==> config.mk <==
export PLATFORM = sky130hd
export DESIGN_NAME = ipms_sq_stage
export DESIGN_NICKNAME = d
export VERILOG_FILES = /design/src/rtl/ipms_pkg.sv /design/src/rtl/ipms_sq_stage.sv
export SDC_FILE = /design/constraint.sdc
export NUM_CORES = 2
export LEC_CHECK = 0
export BUFFER_PORTS_ARGS = -buffer_cell sky130_fd_sc_hd__buf_2
export CAP_MARGIN = 30
export CORE_MARGIN = 2
export CORE_UTILIZATION = 30
export DETAILED_ROUTE_END_ITERATION = 8
export PLACE_DENSITY = 0.42
export SLEW_MARGIN = 20
export SYNTH_ARGS = -nofsm -noshare
export SYNTH_HDL_FRONTEND = slang
export SYNTH_SLANG_ARGS = --single-unit
export TNS_END_PERCENT = 1
==> constraint.sdc <==
create_clock -name i_clk -period 24.6 [get_ports i_clk]
set_input_delay 4.92 -clock i_clk [delete_from_list [all_inputs] [get_ports i_clk]]
set_output_delay 4.92 -clock i_clk [all_outputs]
set_load 0.01 [all_outputs]
==> src/rtl/ipms_pkg.sv <==
`timescale 1ns / 1ps
// ----------------------------------------------------------------------------
// ipms_pkg
// shared types, constants and helpers of the i/q power meter with squelch
// ----------------------------------------------------------------------------
package ipms_pkg;

    localparam int SMP_W   = 16;
    localparam int LVL_W   = 18;
    localparam int MTR_W   = 17;
    localparam int SQL_W   = 8;
    localparam int OFS_W   = 15;
    localparam int MANT_W  = 32;
    localparam int FRAC_W  = 16;
    localparam int EXP_W   = 5;
    localparam int LOG_W   = EXP_W + FRAC_W;
    localparam int DB_W    = 42;

    localparam logic [17:0] LOG10_2_Q16 = 18'd197283;
    localparam logic signed [10:0] ALPHA_Q16 = 11'sd655;
    localparam logic signed [DB_W-1:0] DB_BIAS =
        DB_W'(64'd30 * 64'd65536 * 64'd197283 - 64'd8388608);

    localparam logic signed [MTR_W-1:0] FLOOR_RESET   = -17'sd30720;
    localparam logic signed [MTR_W-1:0] CEILING_RESET = 17'sd0;
    localparam logic signed [SQL_W-1:0] SQUELCH_RESET = -8'sd100;
    localparam logic signed [OFS_W-1:0] OFFSET_RESET  = 15'sd0;

    typedef enum logic [1:0] {
        CFG_SQUELCH = 2'd0,
        CFG_OFFSET  = 2'd1,
        CFG_FLOOR   = 2'd2,
        CFG_CEILING = 2'd3
    } t_cfg_addr;

    // index of the top set bit of a nonzero word
    function automatic logic [EXP_W-1:0] top_bit(input logic [MANT_W-1:0] v);
        logic [MANT_W-1:0] x;
        logic [EXP_W-1:0]  e;
        x = v;
        e = '0;
        if (x[31:16] != '0) begin
            e[4] = 1'b1;
            x = x >> 16;
        end
        if (x[15:8] != '0) begin
            e[3] = 1'b1;
            x = x >> 8;
        end
        if (x[7:4] != '0) begin
            e[2] = 1'b1;
            x = x >> 4;
        end
        if (x[3:2] != '0) begin
            e[1] = 1'b1;
            x = x >> 2;
        end
        if (x[1]) begin
            e[0] = 1'b1;
        end
        return e;
    endfunction

    // limit to ceiling, then raise to floor
    function automatic logic signed [MTR_W-1:0] clamp_meter(
        input logic signed [LVL_W:0]   v,
        input logic signed [MTR_W-1:0] lo,
        input logic signed [MTR_W-1:0] hi
    );
        logic signed [LVL_W:0] x;
        logic signed [LVL_W:0] lo_x;
        logic signed [LVL_W:0] hi_x;
        x    = v;
        lo_x = {{2{lo[MTR_W-1]}}, lo};
        hi_x = {{2{hi[MTR_W-1]}}, hi};
        if (x > hi_x) begin
            x = hi_x;
        end
        if (x < lo_x) begin
            x = lo_x;
        end
        return x[MTR_W-1:0];
    endfunction

endpackage

==> src/rtl/ipms_sq_stage.sv <==
`timescale 1ns / 1ps
// ----------------------------------------------------------------------------
// ipms_sq_stage
// one fraction bit of log2: square the q31 mantissa and renormalize
// ----------------------------------------------------------------------------
module ipms_sq_stage (
    input  logic                               i_clk,
    input  logic                               i_load,
    input  logic [ipms_pkg::MANT_W-1:0]        i_mant,
    input  logic [ipms_pkg::FRAC_W-1:0]        i_frac,
    output logic [ipms_pkg::MANT_W-1:0]        o_mant,
    output logic [ipms_pkg::FRAC_W-1:0]        o_frac
);

    logic [2*ipms_pkg::MANT_W-1:0] w_prod;
    logic [ipms_pkg::MANT_W:0]     w_sq;
    logic [ipms_pkg::MANT_W-1:0]   n_mant;
    logic [ipms_pkg::FRAC_W-1:0]   n_frac;
    logic [ipms_pkg::MANT_W-1:0]   r_mant;
    logic [ipms_pkg::FRAC_W-1:0]   r_frac;

    always_comb begin
        w_prod = i_mant * i_mant;
        w_sq   = w_prod[2*ipms_pkg::MANT_W-1:ipms_pkg::MANT_W-1];
        if (w_sq[ipms_pkg::MANT_W]) begin
            n_mant = w_sq[ipms_pkg::MANT_W:1];
        end else begin
            n_mant = w_sq[ipms_pkg::MANT_W-1:0];
        end
        n_frac = {i_frac[ipms_pkg::FRAC_W-2:0], w_sq[ipms_pkg::MANT_W]};
    end

    always_ff @(posedge i_clk) begin
        if (i_load) begin
            r_mant <= n_mant;
            r_frac <= n_frac;
        end
    end

    assign o_mant = r_mant;
    assign o_frac = r_frac;

endmodule

Yosys cells after proc, flatten, opt, wreduce, memory -nomap -nowiden

Index checks and enable logic that the tools add are counted.

Flip-flop bits (word level): 48
Bits of input ports: 50
Output and inout port bits: 48

Multiply operators: 1
Mux-type cells: 1

Operators with widths:

| kind                                           | number |
|---|---|
| 32-bit by 32-bit multiplier with 64-bit output | 1 |
| 31-bit 2-to-1 mux                              | 1 |

Longest topological paths before layout

Depth in word-level cells: 2
Depth in mapped cells: 31

Least setup slack after synthesis

No wires, ideal clock.

Path type: input-to-reg
Start: input i_mant[3] in the netlist's numbering
End: register r_mant (netlist bit o_mant[28]) (data pin)
Data arrival time: 12358 ps
Data required time: 24340 ps
Slack: 11982 ps
Stages on the path: 26
Path buffers: 4
Cells stage by stage: clkbuf_1 clkbuf_1 nand2_1 fa_1 fa_1 inv_1 fa_1 inv_1 fa_1 inv_1 fa_1 fa_1 fa_1 fa_1 ha_1 buf_2 nand4_2 nor4_2 o2111ai_1 a32oi_2 a31oi_2 o41ai_4 a211oi_4 xnor2_4 buf_6 mux2_2

Longest elaborated chain between the ends: 2

Ends and longest elaborated chain:

| item                                           | RTL line            | source |
|---|---|---|
| from (decl)                                    | ipms_sq_stage.sv:9  | `input logic [ipms_pkg::MANT_W-1:0] i_mant,` |
| 32-bit by 32-bit multiplier with 64-bit output | ipms_sq_stage.sv:23 | `w_prod = i_mant * i_mant;` |
| 31-bit 2-to-1 mux                              | ipms_sq_stage.sv:25 | `if (w_sq[ipms_pkg::MANT_W]) begin` |
| via n_mant, one bit                            | ipms_sq_stage.sv:17 | `logic [ipms_pkg::MANT_W-1:0] n_mant;` |
| to (signal assigned)                           | ipms_sq_stage.sv:35 | `r_mant <= n_mant;` |
| to (decl)                                      | ipms_sq_stage.sv:19 | `logic [ipms_pkg::MANT_W-1:0] r_mant;` |

The timed path passes the listed nets, and every way through them passes these cells.
A chain may end at the register's enable or synchronous reset.

Final worst setup path

Start: input i_mant[16] in the netlist's numbering
End: register r_mant (netlist bit o_mant[9]) (data pin)

Same word-level chain as after synthesis.

==> results.txt <==
Status: finished, final reports clean
Yosys warns: 0
Mapped Nets: 4338
# setup viols final: 0
Via density: 4.40
Worst-path clk slew: 0.06 ns
CP Capture Type: flip-flop
Core area: 102000 µm²
Hpwl dp: 70.1 mm
Global-route wire length before repair: 141 mm
Via count: 20.2k
I/O pins: 98
Synthesized area per cell: 9.65 µm²
Hold buffers post-CTS: 0
Worst setup SP type: input pin
Slowest cell delay on critical path: 0.62 ns
Number of remaining DRC errors: 0
Synth Register Bits: 48
Sequential area share after synthesis: 4.67%
Pin count of the biggest net entering global routing: 41
Count leader, synth: inv_1
Crit path max fanout: 26
Row count: 117
Maximum capacitance violations: 0
Die Y: 325 µm
Routed Wire Length: 87.3 mm
ANT nets after route: 0
Avg WL per Cell: 19.0 µm
PnR worst setup slack: 10.43 ns
1st-iter DRT viols: 840
Initial antenna violation count: 3
Most used routing layer: met2
Arrival @ worst endpoint: 14.20 ns
Critical path startpoint: i_mant[16]
TritonCTS clock tree: yes
Crit-path slowest cell: clkinv_1
Setup_tns: 0 ns
Gpl congestion: 0.806
Final #Nets: 4362
Met2 GRT Util: 32.2%
Share of cells above drive strength 1: 5.21%
Post-synth top cells: inv_1, fa_1, ha_1
Synth Instances: 3197
Yosys cell types: 70
Port bufs: 96
Post-Syn Area: 30900 µm²
Antenna cells: 0
Post-cts resize count: 0
Detailed Routing Iterations Pass 1: 4
CTS sink count: 48
# Post-CTS Setup Buffers: 0
Routing usage on met1: 22.8%
Area Overhead vs Synth: 7.27%
Routing usage on met3: 0.867%
Synth async-reset ratio: 0%
Pre-CTS setup slack: 9.77 ns
Critical setup path kind: input pin to flip-flop
Initial Util: 30.3%
Die width: 325 µm
Synth area leaders: fa_1, ha_1, inv_1
# H-tree levels: 2
Die ar.: 105000 µm²
Crit share post-route: 57.6%
Grt total ovfl: 0
RSZ-0062 raised after global routing: no
Tightest Pin Transition: 0.882 ns
Max Slew Vio Count: 0
Max transition margin: 40.3%
CTS buffer count: 5
Critical Path RT: 24.63 ns
Top FF cell, synth: edfxtp_1
Worst Hold Class: input pin to flip-flop
Final min period: 14.17 ns
Clock root buffer: clkbuf_16
Tot GR Track Use: 17.4%
Cell mode on critical path: fa_1
Vias in the first global route: 23.6k
Post-synth top area cell: fa_1
Top cell type's share of synthesized area: 51.3%
Min-delay src: i_frac[8]
Post-synth EDFFs: 48
Clk buf depth: 2
Fmax: 70.6 MHz
Final Hold Viols: 0
==> final timing paths <==
| check | endpoint | depth (start not counted) |
|---|---|---|
| worst max-delay path | o_mant[9] | 25 |
| worst min-delay path | o_frac[9] | 1 |
==> cell families after synthesis <==
family / count (synthesis) / share of synthesized area [%]
AO/OA/AOI/OAI: 219 / 4.82
XOR/XNOR: 80 / 2.33
adder cells (fa/ha/maj): 1091 / 63.5
buffers and inverters: 1095 / 13.4
flip-flops: 48 / 4.67
multiplexers: 31 / 1.14
AND/OR/NAND/NOR: 633 / 10.2
==> metrics by stage <==
step                instance area, µm²  std cells  hold WS, ns  utilization (%)
floorplan                        30900       3197         5.02                -
global placement                 32800       4577         5.10             32.2
detailed placement               32900       4580         5.10             32.3
CTS                              33000       4588         4.80             32.4
global route                     33100       4590         4.79             32.5
finish                           33100       4590         4.81             32.5
==> area by class of cell <==
class / count / area, µm²
Clock buffer: 5 / 125
Clock inverter: 3 / 37.5
Fill cell: 10800 / 68800
Inverter: 980 / 3680
Multi-Input combinational cell: 2054 / 25300
Sequential cell: 48 / 1440
Tap cell: 1368 / 1710
Timing Repair Buffer: 132 / 828
==> cell usage in the layout, fill, tap and decap left out, types with 4 or more instances in the layout <==
cell type	count
nor3_1	7
nand2b_1	4
nand2_1	276
o21ai_0	30
a31oi_1	12
or2_2	6
a22oi_1	4
nand3_1	5
a21oi_1	67
edfxtp_1	48
a31o_2	11
a21o_1	32
and2_1	230
buf_4	31
xnor2_1	46
inv_1	978
nor2b_1	11
and3_1	10
o21bai_1	14
a221o_1	4
nor2_1	57
mux2_1	25
o211ai_1	7
xor2_1	33
clkbuf_16	5
o21a_1	6
fa_1	791
buf_2	96
nand4_1	14
ha_1	300
==> worst max-delay path: cells and delay by family <==
kind / cells / cell delay [ns]
AO/OA/AOI/OAI: 5 / 1.62
XOR/XNOR: 1 / 0.49
adder cells (fa/ha/maj): 9 / 4.46
buffers and inverters: 6 / 1.42
multiplexers: 1 / 0.35
AND/OR/NAND/NOR: 3 / 0.92
==> per-layer routing <==
layer	part of all wire (%)	vias up
met5	0	-
met4	1.7	0
met3	2.1	73
met2	53	244
met1	44	10500
li1	-	9380
==> registers in the layout, indices dropped and copies added, names as in the netlist <==
| name | cells |
|---|---|
| o_frac | 16 |
| o_mant | 32 |
Power is left out: the tool's default activity adds up to more than one toggle a clock period on the data nets, which glitch-free logic cannot reach.
